[src/rtl/fsp_pkg.sv]
// ============================================================================
// fsp_pkg - format spec parser shared definitions
// Parse phases, control state, result word, character and code constants.
// ============================================================================
package fsp_pkg;

    // Parse phase, in the fixed order of the spec's optional parts
    typedef enum logic [3:0] {
        PH_START = 4'd0,
        PH_HELD  = 4'd1,
        PH_SIGN  = 4'd2,
        PH_ALT   = 4'd3,
        PH_ZERO  = 4'd4,
        PH_WIDTH = 4'd5,
        PH_GROUP = 4'd6,
        PH_DOT   = 4'd7,
        PH_TYPE  = 4'd8,
        PH_PNEED = 4'd9,
        PH_PIN   = 4'd10,
        PH_END   = 4'd11
    } phase_t;

    // Error codes
    localparam logic [3:0] ERR_NONE         = 4'd0;
    localparam logic [3:0] ERR_WIDTH_BIG    = 4'd1;
    localparam logic [3:0] ERR_NO_PREC      = 4'd2;
    localparam logic [3:0] ERR_PREC_BIG     = 4'd3;
    localparam logic [3:0] ERR_BAD_TYPE     = 4'd4;
    localparam logic [3:0] ERR_EXTRA_CHAR   = 4'd5;
    localparam logic [3:0] ERR_PREC_ON_INT  = 4'd6;
    localparam logic [3:0] ERR_COMMA_NONDEC = 4'd7;
    localparam logic [3:0] ERR_TEXT_FLAGS   = 4'd8;

    // Align codes
    localparam logic [2:0] ALIGN_NONE   = 3'd0;
    localparam logic [2:0] ALIGN_LEFT   = 3'd1;
    localparam logic [2:0] ALIGN_RIGHT  = 3'd2;
    localparam logic [2:0] ALIGN_CENTER = 3'd3;
    localparam logic [2:0] ALIGN_PAD    = 3'd4;

    // Sign codes
    localparam logic [1:0] SIGN_MINUS = 2'd0;
    localparam logic [1:0] SIGN_PLUS  = 2'd1;
    localparam logic [1:0] SIGN_SPACE = 2'd2;

    // Grouping codes
    localparam logic [1:0] GROUP_NONE  = 2'd0;
    localparam logic [1:0] GROUP_COMMA = 2'd1;
    localparam logic [1:0] GROUP_UNDER = 2'd2;

    // Type codes
    localparam logic [3:0] TYPE_NONE    = 4'd0;
    localparam logic [3:0] TYPE_DEC     = 4'd1;
    localparam logic [3:0] TYPE_BIN     = 4'd2;
    localparam logic [3:0] TYPE_OCT     = 4'd3;
    localparam logic [3:0] TYPE_HEX     = 4'd4;
    localparam logic [3:0] TYPE_HEX_UP  = 4'd5;
    localparam logic [3:0] TYPE_FIX     = 4'd6;
    localparam logic [3:0] TYPE_FIX_UP  = 4'd7;
    localparam logic [3:0] TYPE_EXP     = 4'd8;
    localparam logic [3:0] TYPE_EXP_UP  = 4'd9;
    localparam logic [3:0] TYPE_GEN     = 4'd10;
    localparam logic [3:0] TYPE_GEN_UP  = 4'd11;
    localparam logic [3:0] TYPE_PERCENT = 4'd12;
    localparam logic [3:0] TYPE_STR     = 4'd13;

    // Characters (21-bit code points)
    localparam logic [20:0] CH_SPACE = 21'h20;
    localparam logic [20:0] CH_HASH  = 21'h23;
    localparam logic [20:0] CH_PCT   = 21'h25;
    localparam logic [20:0] CH_PLUS  = 21'h2B;
    localparam logic [20:0] CH_COMMA = 21'h2C;
    localparam logic [20:0] CH_MINUS = 21'h2D;
    localparam logic [20:0] CH_DOT   = 21'h2E;
    localparam logic [20:0] CH_ZERO  = 21'h30;
    localparam logic [20:0] CH_NINE  = 21'h39;
    localparam logic [20:0] CH_LT    = 21'h3C;
    localparam logic [20:0] CH_EQ    = 21'h3D;
    localparam logic [20:0] CH_GT    = 21'h3E;
    localparam logic [20:0] CH_CARET = 21'h5E;
    localparam logic [20:0] CH_UNDER = 21'h5F;

    // Control state that the character step updates
    typedef struct packed {
        phase_t     phase;
        logic [3:0] error;
        logic [1:0] sign;
        logic       alt;
        logic       zpad;
        logic [1:0] grouping;
        logic       prec_given;
        logic [3:0] type_code;
    } fsp_ctl_t;

    localparam fsp_ctl_t CTL_RESET = '{
        phase:      PH_START,
        error:      ERR_NONE,
        sign:       SIGN_MINUS,
        alt:        1'b0,
        zpad:       1'b0,
        grouping:   GROUP_NONE,
        prec_given: 1'b0,
        type_code:  TYPE_NONE
    };

    // Result word
    typedef struct packed {
        logic [3:0]  error_code;
        logic [20:0] fill_char;
        logic [2:0]  align_mode;
        logic [1:0]  sign_mode;
        logic        alternate_form;
        logic        zero_pad;
        logic [12:0] field_width;
        logic [1:0]  grouping_mode;
        logic [7:0]  precision_value;
        logic [3:0]  type_code;
    } fsp_result_t;

    function automatic logic [2:0] align_of(input logic [20:0] ch);
        logic [2:0] code;
        case (ch)
            CH_LT:    code = ALIGN_LEFT;
            CH_GT:    code = ALIGN_RIGHT;
            CH_CARET: code = ALIGN_CENTER;
            CH_EQ:    code = ALIGN_PAD;
            default:  code = ALIGN_NONE;
        endcase
        return code;
    endfunction

    function automatic logic [3:0] type_of(input logic [20:0] ch);
        logic [3:0] code;
        case (ch)
            21'h64:  code = TYPE_DEC;
            21'h62:  code = TYPE_BIN;
            21'h6F:  code = TYPE_OCT;
            21'h78:  code = TYPE_HEX;
            21'h58:  code = TYPE_HEX_UP;
            21'h66:  code = TYPE_FIX;
            21'h46:  code = TYPE_FIX_UP;
            21'h65:  code = TYPE_EXP;
            21'h45:  code = TYPE_EXP_UP;
            21'h67:  code = TYPE_GEN;
            21'h47:  code = TYPE_GEN_UP;
            CH_PCT:  code = TYPE_PERCENT;
            21'h73:  code = TYPE_STR;
            default: code = TYPE_NONE;
        endcase
        return code;
    endfunction

endpackage

[src/rtl/fsp_feed.sv]
// ============================================================================
// fsp_feed - one character step of the spec parser
// Applies one character after fill/align to the control state, width and
// precision accumulators. Passes state through when off or after an error.
// ============================================================================
module fsp_feed #(
    parameter int WIDTH_LIMIT     = 4096,
    parameter int PRECISION_LIMIT = 100,
    parameter int WW = $clog2(WIDTH_LIMIT + 1),
    parameter int PW = ($clog2(PRECISION_LIMIT + 1) > 4) ? $clog2(PRECISION_LIMIT + 1) : 4
) (
    input  logic              en,
    input  logic [20:0]       ch,
    input  fsp_pkg::fsp_ctl_t ctl_in,
    input  logic [WW-1:0]     width_in,
    input  logic [PW-1:0]     prec_in,
    output fsp_pkg::fsp_ctl_t ctl_out,
    output logic [WW-1:0]     width_out,
    output logic [PW-1:0]     prec_out
);

    logic                is_dec;
    logic [3:0]          digit;
    logic [WW+3:0]       width_ten;
    logic [PW+3:0]       prec_ten;
    fsp_pkg::phase_t     cur_phase;
    logic                claimed;
    logic [3:0]          type_code;

    // Digit decode and the times-ten accumulators (shift-add)
    assign is_dec    = (ch >= fsp_pkg::CH_ZERO) && (ch <= fsp_pkg::CH_NINE);
    assign digit     = ch[3:0];
    assign width_ten = ({4'b0, width_in} << 3) + ({4'b0, width_in} << 1)
                     + {{WW{1'b0}}, digit};
    assign prec_ten  = ({4'b0, prec_in} << 3) + ({4'b0, prec_in} << 1)
                     + {{PW{1'b0}}, digit};
    assign type_code = fsp_pkg::type_of(ch);

    // Phase step: first matching optional part wins, else a type letter
    always_comb begin
        ctl_out   = ctl_in;
        width_out = width_in;
        prec_out  = prec_in;
        cur_phase = ctl_in.phase;
        claimed   = 1'b0;
        if (en && (ctl_in.error == fsp_pkg::ERR_NONE)) begin
            if (ctl_in.phase == fsp_pkg::PH_END) begin
                ctl_out.error = fsp_pkg::ERR_EXTRA_CHAR;
            end else if (ctl_in.phase == fsp_pkg::PH_PNEED) begin
                if (!is_dec) begin
                    ctl_out.error = fsp_pkg::ERR_NO_PREC;
                end else begin
                    prec_out           = PW'(digit);
                    ctl_out.prec_given = 1'b1;
                    ctl_out.phase      = fsp_pkg::PH_PIN;
                end
            end else begin
                // precision digits continue; anything else ends them
                if (cur_phase == fsp_pkg::PH_PIN) begin
                    if (is_dec) begin
                        claimed  = 1'b1;
                        prec_out = prec_ten[PW-1:0];
                        if (prec_ten > (PW+4)'(PRECISION_LIMIT)) begin
                            ctl_out.error = fsp_pkg::ERR_PREC_BIG;
                        end
                    end else begin
                        cur_phase = fsp_pkg::PH_TYPE;
                    end
                end
                if (!claimed) begin
                    if ((cur_phase <= fsp_pkg::PH_SIGN) &&
                        ((ch == fsp_pkg::CH_PLUS) || (ch == fsp_pkg::CH_MINUS) ||
                         (ch == fsp_pkg::CH_SPACE))) begin
                        ctl_out.sign  = (ch == fsp_pkg::CH_PLUS)  ? fsp_pkg::SIGN_PLUS :
                                        (ch == fsp_pkg::CH_SPACE) ? fsp_pkg::SIGN_SPACE :
                                                                    fsp_pkg::SIGN_MINUS;
                        ctl_out.phase = fsp_pkg::PH_ALT;
                    end else if ((cur_phase <= fsp_pkg::PH_ALT) &&
                                 (ch == fsp_pkg::CH_HASH)) begin
                        ctl_out.alt   = 1'b1;
                        ctl_out.phase = fsp_pkg::PH_ZERO;
                    end else if ((cur_phase <= fsp_pkg::PH_ZERO) &&
                                 (ch == fsp_pkg::CH_ZERO)) begin
                        ctl_out.zpad  = 1'b1;
                        ctl_out.phase = fsp_pkg::PH_WIDTH;
                    end else if ((cur_phase <= fsp_pkg::PH_WIDTH) && is_dec) begin
                        width_out     = width_ten[WW-1:0];
                        ctl_out.phase = fsp_pkg::PH_WIDTH;
                        if (width_ten > (WW+4)'(WIDTH_LIMIT)) begin
                            ctl_out.error = fsp_pkg::ERR_WIDTH_BIG;
                        end
                    end else if ((cur_phase <= fsp_pkg::PH_GROUP) &&
                                 ((ch == fsp_pkg::CH_COMMA) ||
                                  (ch == fsp_pkg::CH_UNDER))) begin
                        ctl_out.grouping = (ch == fsp_pkg::CH_COMMA) ?
                                           fsp_pkg::GROUP_COMMA : fsp_pkg::GROUP_UNDER;
                        ctl_out.phase    = fsp_pkg::PH_DOT;
                    end else if ((cur_phase <= fsp_pkg::PH_DOT) &&
                                 (ch == fsp_pkg::CH_DOT)) begin
                        ctl_out.phase = fsp_pkg::PH_PNEED;
                    end else begin
                        ctl_out.type_code = type_code;
                        ctl_out.phase     = fsp_pkg::PH_END;
                        if (type_code == fsp_pkg::TYPE_NONE) begin
                            ctl_out.error = fsp_pkg::ERR_BAD_TYPE;
                        end
                    end
                end
            end
        end
    end

endmodule

[src/rtl/format_spec_parser_top.sv]
// ============================================================================
// format_spec_parser_top - format spec mini-language parser
// Takes at most one spec char per word, keeps the parse state, and on the last
// word of a spec delivers one result word with the fields or an error code.
// ============================================================================
// Throughput: one input word per cycle, sustained, while results are taken.
// Result: m_valid rises in the cycle after the last word is accepted,
//   loaded from the single result register.
// Non-last words never wait on the result side beyond a full output register.
// Reset: aresetn low clears the parse state to start and drops m_valid.
// ----------------------------------------------------------------------------
module format_spec_parser_top #(
    parameter int WIDTH_LIMIT     = 4096,
    parameter int PRECISION_LIMIT = 100
) (
    input  logic        aclk,
    input  logic        aresetn,
    // input words
    input  logic        s_valid,
    output logic        s_ready,
    input  logic [20:0] s_char_code,
    input  logic        s_has_char,
    input  logic        s_last,
    // result words
    output logic        m_valid,
    input  logic        m_ready,
    output logic [3:0]  m_error_code,
    output logic [20:0] m_fill_char,
    output logic [2:0]  m_align_mode,
    output logic [1:0]  m_sign_mode,
    output logic        m_alternate_form,
    output logic        m_zero_pad,
    output logic [12:0] m_field_width,
    output logic [1:0]  m_grouping_mode,
    output logic [7:0]  m_precision_value,
    output logic [3:0]  m_type_code
);

    localparam int WW = $clog2(WIDTH_LIMIT + 1);
    localparam int PW = ($clog2(PRECISION_LIMIT + 1) > 4) ? $clog2(PRECISION_LIMIT + 1) : 4;

    // Parse state
    fsp_pkg::fsp_ctl_t  ctl_reg, ctl_next;
    logic [WW-1:0]      width_reg, width_next;
    logic [PW-1:0]      prec_reg, prec_next;
    logic [20:0]        fill_reg, fill_next;
    logic [2:0]         align_reg, align_next;
    logic [20:0]        held_char_reg, held_char_next;

    // Result register
    logic                 m_valid_reg, m_valid_next;
    fsp_pkg::fsp_result_t res_reg, res_next;

    // Step signals
    logic               accept;
    logic               start_has;
    logic               in_held;
    logic               second;
    logic               resolve;
    logic [20:0]        hchar;
    logic [2:0]         c_align;
    logic [2:0]         h_align;
    logic               feed_a_en, feed_b_en;
    fsp_pkg::fsp_ctl_t  pre_ctl, mid_ctl, post_ctl, step_ctl;
    logic [WW-1:0]      mid_width, step_width;
    logic [PW-1:0]      mid_prec, step_prec;
    logic [20:0]        fill_step;
    logic [2:0]         align_step;
    logic [3:0]         fin_err;
    logic               int_type, nondec_type;

    assign accept  = s_valid && s_ready;
    assign s_ready = !m_valid_reg || m_ready;

    // Held first character: resolved as fill+align, bare align, or plain chars
    assign start_has = (ctl_reg.phase == fsp_pkg::PH_START) && s_has_char &&
                       (ctl_reg.error == fsp_pkg::ERR_NONE);
    assign in_held   = (ctl_reg.phase == fsp_pkg::PH_HELD);
    assign second    = in_held && s_has_char;
    assign resolve   = (in_held && (s_has_char || s_last)) || (start_has && s_last);
    assign hchar     = in_held ? held_char_reg : s_char_code;
    assign c_align   = fsp_pkg::align_of(s_char_code);
    assign h_align   = fsp_pkg::align_of(hchar);

    always_comb begin
        pre_ctl    = ctl_reg;
        fill_step  = fill_reg;
        align_step = align_reg;
        feed_a_en  = 1'b0;
        feed_b_en  = 1'b0;
        if (resolve) begin
            pre_ctl.phase = fsp_pkg::PH_SIGN;
            if (second && (c_align != fsp_pkg::ALIGN_NONE)) begin
                fill_step  = hchar;
                align_step = c_align;
            end else if (h_align != fsp_pkg::ALIGN_NONE) begin
                align_step = h_align;
                feed_b_en  = second;
            end else begin
                feed_a_en = 1'b1;
                feed_b_en = second;
            end
        end else if (s_has_char && (ctl_reg.phase != fsp_pkg::PH_START) &&
                     (ctl_reg.phase != fsp_pkg::PH_HELD)) begin
            feed_b_en = 1'b1;
        end
    end

    // Two chained character steps: held char, then the new char
    fsp_feed #(
        .WIDTH_LIMIT     (WIDTH_LIMIT),
        .PRECISION_LIMIT (PRECISION_LIMIT),
        .WW              (WW),
        .PW              (PW)
    ) u_feed_a (
        .en        (feed_a_en),
        .ch        (hchar),
        .ctl_in    (pre_ctl),
        .width_in  (width_reg),
        .prec_in   (prec_reg),
        .ctl_out   (mid_ctl),
        .width_out (mid_width),
        .prec_out  (mid_prec)
    );

    fsp_feed #(
        .WIDTH_LIMIT     (WIDTH_LIMIT),
        .PRECISION_LIMIT (PRECISION_LIMIT),
        .WW              (WW),
        .PW              (PW)
    ) u_feed_b (
        .en        (feed_b_en),
        .ch        (s_char_code),
        .ctl_in    (mid_ctl),
        .width_in  (mid_width),
        .prec_in   (mid_prec),
        .ctl_out   (post_ctl),
        .width_out (step_width),
        .prec_out  (step_prec)
    );

    // First character of a spec that goes on is held back
    always_comb begin
        step_ctl = post_ctl;
        if (start_has && !s_last) begin
            step_ctl.phase = fsp_pkg::PH_HELD;
        end
    end

    // End-of-spec consistency checks, first error wins
    assign int_type    = (step_ctl.type_code >= fsp_pkg::TYPE_DEC) &&
                         (step_ctl.type_code <= fsp_pkg::TYPE_HEX_UP);
    assign nondec_type = (step_ctl.type_code >= fsp_pkg::TYPE_BIN) &&
                         (step_ctl.type_code <= fsp_pkg::TYPE_HEX_UP);

    always_comb begin
        fin_err = step_ctl.error;
        if (fin_err == fsp_pkg::ERR_NONE) begin
            if (step_ctl.phase == fsp_pkg::PH_PNEED) begin
                fin_err = fsp_pkg::ERR_NO_PREC;
            end else if (step_ctl.prec_given && int_type) begin
                fin_err = fsp_pkg::ERR_PREC_ON_INT;
            end else if ((step_ctl.grouping == fsp_pkg::GROUP_COMMA) && nondec_type) begin
                fin_err = fsp_pkg::ERR_COMMA_NONDEC;
            end else if ((step_ctl.type_code == fsp_pkg::TYPE_STR) &&
                         ((step_ctl.sign != fsp_pkg::SIGN_MINUS) || step_ctl.alt ||
                          (step_ctl.grouping != fsp_pkg::GROUP_NONE))) begin
                fin_err = fsp_pkg::ERR_TEXT_FLAGS;
            end
        end
    end

    // Result word: fields on success, reset values with an error
    always_comb begin
        res_next.error_code = fin_err;
        if (fin_err == fsp_pkg::ERR_NONE) begin
            res_next.fill_char       = fill_step;
            res_next.align_mode      = align_step;
            res_next.sign_mode       = step_ctl.sign;
            res_next.alternate_form  = step_ctl.alt;
            res_next.zero_pad        = step_ctl.zpad;
            res_next.field_width     = 13'(step_width);
            res_next.grouping_mode   = step_ctl.grouping;
            res_next.precision_value = step_ctl.prec_given ? 8'(step_prec) : 8'hFF;
            res_next.type_code       = step_ctl.type_code;
        end else begin
            res_next.fill_char       = fsp_pkg::CH_SPACE;
            res_next.align_mode      = fsp_pkg::ALIGN_NONE;
            res_next.sign_mode       = fsp_pkg::SIGN_MINUS;
            res_next.alternate_form  = 1'b0;
            res_next.zero_pad        = 1'b0;
            res_next.field_width     = 13'd0;
            res_next.grouping_mode   = fsp_pkg::GROUP_NONE;
            res_next.precision_value = 8'hFF;
            res_next.type_code       = fsp_pkg::TYPE_NONE;
        end
    end

    // Next state: advance on accept, back to start after the last word
    always_comb begin
        ctl_next       = ctl_reg;
        width_next     = width_reg;
        prec_next      = prec_reg;
        fill_next      = fill_reg;
        align_next     = align_reg;
        held_char_next = held_char_reg;
        if (accept) begin
            if (s_last) begin
                ctl_next       = fsp_pkg::CTL_RESET;
                width_next     = '0;
                prec_next      = '0;
                fill_next      = fsp_pkg::CH_SPACE;
                align_next     = fsp_pkg::ALIGN_NONE;
                held_char_next = '0;
            end else begin
                ctl_next   = step_ctl;
                width_next = step_width;
                prec_next  = step_prec;
                fill_next  = fill_step;
                align_next = align_step;
                if (start_has) begin
                    held_char_next = s_char_code;
                end
            end
        end
    end

    always_comb begin
        if (accept && s_last) begin
            m_valid_next = 1'b1;
        end else if (m_ready) begin
            m_valid_next = 1'b0;
        end else begin
            m_valid_next = m_valid_reg;
        end
    end

    always_ff @(posedge aclk) begin
        if (!aresetn) begin
            ctl_reg       <= fsp_pkg::CTL_RESET;
            width_reg     <= '0;
            prec_reg      <= '0;
            fill_reg      <= fsp_pkg::CH_SPACE;
            align_reg     <= fsp_pkg::ALIGN_NONE;
            held_char_reg <= '0;
            m_valid_reg   <= 1'b0;
        end else begin
            ctl_reg       <= ctl_next;
            width_reg     <= width_next;
            prec_reg      <= prec_next;
            fill_reg      <= fill_next;
            align_reg     <= align_next;
            held_char_reg <= held_char_next;
            m_valid_reg   <= m_valid_next;
        end
    end

    // Result payload loads only with a new result
    always_ff @(posedge aclk) begin
        if (accept && s_last) begin
            res_reg <= res_next;
        end
    end

    assign m_valid           = m_valid_reg;
    assign m_error_code      = res_reg.error_code;
    assign m_fill_char       = res_reg.fill_char;
    assign m_align_mode      = res_reg.align_mode;
    assign m_sign_mode       = res_reg.sign_mode;
    assign m_alternate_form  = res_reg.alternate_form;
    assign m_zero_pad        = res_reg.zero_pad;
    assign m_field_width     = res_reg.field_width;
    assign m_grouping_mode   = res_reg.grouping_mode;
    assign m_precision_value = res_reg.precision_value;
    assign m_type_code       = res_reg.type_code;

    // Checks
    a_last_gives_result: assert property (@(posedge aclk) disable iff (!aresetn)
        accept && s_last |=> m_valid)
        else $error("last word accepted without a result");

    a_no_invented_result: assert property (@(posedge aclk) disable iff (!aresetn)
        !m_valid && accept && !s_last |=> !m_valid)
        else $error("result raised by a non-last word");

    a_error_clears_fields: assert property (@(posedge aclk) disable iff (!aresetn)
        m_valid && (m_error_code != fsp_pkg::ERR_NONE) |->
            (m_fill_char == fsp_pkg::CH_SPACE) && (m_field_width == 13'd0) &&
            (m_precision_value == 8'hFF) && (m_type_code == fsp_pkg::TYPE_NONE))
        else $error("error result carries field values");

    a_text_no_flags: assert property (@(posedge aclk) disable iff (!aresetn)
        m_valid && (m_error_code == fsp_pkg::ERR_NONE) &&
        (m_type_code == fsp_pkg::TYPE_STR) |->
            (m_sign_mode == fsp_pkg::SIGN_MINUS) && !m_alternate_form &&
            (m_grouping_mode == fsp_pkg::GROUP_NONE))
        else $error("text type accepted with numeric flags");

    a_state_back_to_start: assert property (@(posedge aclk) disable iff (!aresetn)
        accept && s_last |=> (ctl_reg.phase == fsp_pkg::PH_START) &&
            (ctl_reg.error == fsp_pkg::ERR_NONE))
        else $error("parse state not cleared after last word");

endmodule
[config.mk]
export PLATFORM = sky130hd
export DESIGN_NAME = format_spec_parser_top
export DESIGN_NICKNAME = d
export VERILOG_FILES = /design/src/rtl/fsp_pkg.sv /design/src/rtl/fsp_feed.sv /design/src/rtl/format_spec_parser_top.sv
export SDC_FILE = /design/constraint.sdc
export NUM_CORES = 1
export LEC_CHECK = 0
export BUFFER_PORTS_ARGS = -buffer_cell sky130_fd_sc_hd__buf_2
export CAP_MARGIN = 40
export CORE_MARGIN = 2
export CORE_UTILIZATION = 55
export CTS_CLUSTER_DIAMETER = 40
export DETAILED_ROUTE_END_ITERATION = 8
export GPL_TIMING_DRIVEN = 0
export PLACE_DENSITY = 0.79
export SLEW_MARGIN = 0
export SYNTH_ARGS = -nofsm -noshare
export SYNTH_HDL_FRONTEND = slang
export SYNTH_HIERARCHICAL = 1
export SYNTH_SLANG_ARGS = --single-unit
[constraint.sdc]
create_clock -name aclk -period 15.6 [get_ports aclk]
set_clock_uncertainty 0.2 [all_clocks]
set_input_delay 0.78 -clock aclk [delete_from_list [all_inputs] [get_ports aclk]]
set_output_delay 0.78 -clock aclk [all_outputs]
set_load 0.02 [all_outputs]
**Word-level counts from Yosys, hierarchy flattened**

Cells that the tools add are included.

- Add/subtract/negate cells: 8
- Magnitude comparators: 23
- Equal/unequal tests: 61
- Muxes and demuxes: 179
- Reduce and logical (&&, ||, !) cells: 61

Operator list:

| kind | count |
|---|---|
| $eq A21 B7 Y1 const B | 28 |
| $eq A21 B6 Y1 const B | 22 |
| $mux W4 | 77 |
| $mux W13 | 17 |
| $mux W21 | 6 |
| $pmux W4 S13 | 2 |
| $mux W7 | 13 |
| $mux W19 | 3 |
| $ge A21 B6 Y1 const B | 2 |
| $le A21 B6 Y1 const B | 2 |
| $mux W8 | 5 |
| $le A4 B3 Y1 const B | 9 |
| $add A16 B14 Y17 | 2 |
| $add A17 B4 Y17 | 2 |
| $gt A17 B13 Y1 const B | 2 |
| $eq A4 B4 Y1 const B | 8 |
| $logic_and A1 B1 Y1 | 32 |
| $mux W2 | 16 |
| $logic_not A4 Y1 | 7 |
| $mux W14 | 2 |
| $mux W1 | 26 |
| $pmux W3 S4 | 2 |
| $add A10 B8 Y11 | 2 |
| $add A11 B4 Y11 | 2 |
| other kinds (16) | 43 |

- Register bits: 144
- Bits of input ports: 27
- Output and inout port bits: 61
- Word-level logic and storage cells: 357

**Logic depth before layout (Yosys ltp)**

- Depth in word-level cells: 51
- Gate-level depth with buffers: 31
- Mapped depth without buffers: 26

**Modules after synthesis**

The synthesis kept the hierarchy.

By module, submodules not included:

| module | times used | cells each | area an instance (sq um) | seq. area each (sq um) |
|---|---|---|---|---|
| format_spec_parser_top | 1 | 683 | 6493.7 | 3473.3 |
| fsp_feed (u_feed_a) | 1 | 368 | 2608.8 | 0.0 |
| fsp_feed (u_feed_b) | 1 | 315 | 2419.8 | 0.0 |

**Worst setup path before layout**

OpenSTA, ideal clock, no wires.

- Path kind: flip-flop to flip-flop
- From: reg ctl_reg[18] in the netlist's numbering
- To: reg res_reg, in the netlist m_precision_value[0], data pin
- Setup time: 0.267 ns
- Arrival: 6.879 ns
- Data required time: 15.133 ns
- Path slack: 8.254 ns
- Cell stages (with the launch flop): 30
- Path buffers: 5
- Period minus slack after synthesis: 7.346 ns
- Path through: dfxtp_1 nor4b_1 clkbuf_1 clkbuf_1 nand2_1 nand2_1 clkbuf_1 inv_1 fa_1 inv_1 ha_1 a21o_1 a21oi_1 o21ai_0 a2bb2oi_1 o41ai_1 a211o_1 o311ai_1 nor4_1 and2_1 clkbuf_1 nand2_2 nor4b_2 mux2_2 or4_1 o21ai_0 nand2_1 nor2_1 buf_2 nand3b_1

RTL lines:

| what | line | text |
|---|---|---|
| start: declaration | format_spec_parser_top.sv:43 | `fsp_pkg::fsp_ctl_t ctl_reg, ctl_next;` |
| start signal: assignment | format_spec_parser_top.sv:240 | `ctl_reg <= fsp_pkg::CTL_RESET;` |
| start signal: assignment | format_spec_parser_top.sv:248 | `ctl_reg <= ctl_next;` |
| end signal: assignment | format_spec_parser_top.sv:261 | `res_reg <= res_next;` |
| end: declaration | format_spec_parser_top.sv:52 | `fsp_pkg::fsp_result_t res_reg, res_next;` |

==> flow_metrics.py <==
metrics = {
    "run_status": {
        "status": "complete, no violations",
    },
    "critical_path": {
        "cpPeakStageDelay_ns": 0.88,
        "cp.required_ns": 15.66,
        "cp_max_fo": 10,
        "crit_slowest_cell": "o41ai_1",
        "crit_path_start_kind": "flip-flop",
        "arrival_ns": 10.19,
        "critPathLaunch": "ctl_reg[15]",
        "worst_setup_path_end_kind": "flip-flop",
        "crit_top_cell": "clkbuf_1",
        "reg2reg_from": "ctl_reg[15]",
        "path_class": "flip-flop to flip-flop",
    },
    "clock_network": {
        "cts.clk_slew.worst_paths_ns": 0.07,
        "cts_buffers": 17,
        "cts_tree": "done",
        "htree_levels": 4,
        "cts_resized": 0,
        "clock_sinks": 144,
        "cts_setup_buffers": 0,
        "cts_hold_buf": 0,
        "cts_root_buffer": "clkbuf_16",
        "clk_path_buf_depth": 2,
        "clk_latency_ns": 0.44,
    },
    "sta": {
        "fin_setup_tns_ns": 0,
        "fin_crit_ns": 10.13,
        "max-slew-margin-rel_pct": 35.4,
        "max_freq_mhz": 98.7,
        "final.setup.worst_slack_ns": 5.47,
        "setup_viol": 0,
        "rsz0062_at_grt": "no",
        "hold_violations": 0,
        "worst_pin_slew_ns": 0.956,
        "fin_crit_sh_pct": 64.9,
        "slew_viol_final": 0,
    },
    "power": {
        "ir_drop_mv": 0.0660,
        "power.static_leakage_nw": 5.29,
        "power_density_mw_per_mm2": 76.2,
        "finalPower_mw": 0.988,
    },
    "floorplanning": {
        "initial_core_util_pct": 56.4,
        "fp.dieArea_mm2": 0.0221,
        "fp.coreArea_mm2": 0.0204,
        "ioPinCount": 88,
        "rows": 52,
        "dieHeight_um": 149,
        "chipWidth_um": 149,
    },
    "routing": {
        "totalWireLength_um": 36300,
        "drc_errors": 0,
        "first_pass_iters": 6,
        "drt-initial-drc-count": 1063,
        "viasPerCell": 6.45,
        "ant_nets": 0,
        "routed_wire_length_per_instance_um": 20.6,
        "vias": 11300,
    },
    "logic_synthesis": {
        "ys_seq_elements": 144,
        "ys_seq_area_share_pct": 30.1,
        "avgSynthCellArea_um2": 8.44,
        "yosysWarnings": 6,
        "async_flop_share_pct": 0,
        "syn_area_mm2": 0.0115,
        "synth_edf_count": 59,
        "netlist_instances": 1366,
        "synth.distinct_cells": 99,
        "ys.flop_type": "dfxtp_1",
        "synth_nets": 1477,
    },
    "place": {
        "placed_cell_area_mm2": 0.0124,
        "pre_cts_ws_ns": 5.89,
        "port_buffers": 87,
        "dp_hpwl_um": 27500,
        "place_congestion": 1.02,
    },
    "layout": {
        "layout_common_cells": "173 x nand2_1, 100 x buf_2, 97 x a21oi_1, 85 x nor2b_1, 85 x dfxtp_1",
        "layout-drive-gt1-share_pct": 14.0,
        "multiInputGateArea_mm2": 0.00752,
        "final_area_mm2": 0.0130,
        "area_growth_pct": 12.5,
        "seqCellArea_mm2": 0.00347,
        "insertedDiodeCount": 0,
        "n_fill_cell": 1772,
        "layout_commonest_cell": "nand2_1",
        "fin_nets": 1587,
    },
    "global_route": {
        "grt_max_degree": 30,
        "grt_pass1_wl_um": 56500,
        "grt_pass1_vias": 10300,
        "grtUsageTotal_pct": 32.4,
        "antenna_found_initial": 1,
        "grt.overflow.total": 0,
    },
    "worst_hold_path": {
        "worst_hold_startpoint": "ctl_reg[4]",
        "min_path_type": "flip-flop to flip-flop",
    },
    "flow_run": {
        "maxCapViolations": 0,
    },
}
cell type report:
type / instances / area share, %
Tap cell: 270 / 2.61
Inverter: 41 / 1.19
Timing Repair Buffer: 91 / 3.80
Clock inverter: 15 / 1.40
Sequential cell: 144 / 26.8
Clock buffer: 17 / 3.28
Multi-Input combinational cell: 1098 / 58.0
Buffer: 83 / 2.98
metrics by stage:
stage	util, %	hold WS (ns)	cells
after global routing	63.5	0.292	1759
after detailed placement	60.5	0.263	1727
final	63.5	0.268	1759
after CTS	63.5	0.273	1759
after global placement	60.2	0.248	1723
after floorplan	-	0.237	1366
Yosys cell counts, drive strengths merged, types with 13 or more instances:
library cell	instances	area [um^2]
nor2b	85	532
buf	21	154
a21oi	99	503
inv	41	154
a21o	16	121
and2	28	175
nand3	48	245
dfxtp	85	1700
mux2	41	499
nand4	18	125
nand2	175	662
xor2	13	114
edfxtp	59	1770
ha	76	951
a22oi	43	323
clkbuf	62	233
o21ai	56	280
nor2	61	231
a31oi	13	81.3
a21boi	16	120
nor3	34	186
and3	42	263
nor4	25	218
metal layers:
layer	vias to the layer above	part of all wire, %	GRT usage, %
met5	-	0	0
met3	87	8.2	5.41
met2	554	44	50.3
li1	5284	-	-
met1	5414	44	45.3
met4	0	3.7	12.5
kinds of logic (layout without fill, tap and decap cells):
kind of cell,count (synthesis),after routing,synth area share (%)
fa+ha+maj,84,84,9.64
mux,48,48,4.94
flops,144,144,30.1
buf+inv,124,247,4.69
compound gates,341,341,19.9
simple gates,603,603,29.0
xor+xnor,22,22,1.67
power breakdown:
part | total, mW | internal, mW | switching (mW)
Clock | 0.432 | 0.231 | 0.201
Combinational | 0.154 | 0.0416 | 0.112
Sequential | 0.402 | 0.398 | 0.00362
Total | 0.988 | 0.671 | 0.317
critical path, delay by kind of cell, from the launching register on:
| family | cells | cell delay, ns |
|---|---|---|
| simple gates | 9 | 3.15 |
| buf+inv | 7 | 2.15 |
| fa+ha+maj | 2 | 0.93 |
| mux | 1 | 0.41 |
| flops | 1 | 0.42 |
| compound gates | 9 | 2.67 |
worst paths after layout:
| path | endpoint | slack, ns | cells after the start |
|---|---|---|---|
| max | m_fill_char[20] | 5.47 | 28 |
| min | ctl_reg[4] | 0.27 | 2 |
| max reg2reg | m_fill_char[20] | 5.47 | 28 |
| min reg2reg | ctl_reg[4] | 0.27 | 2 |
Power figures use the tool's default switching activity.
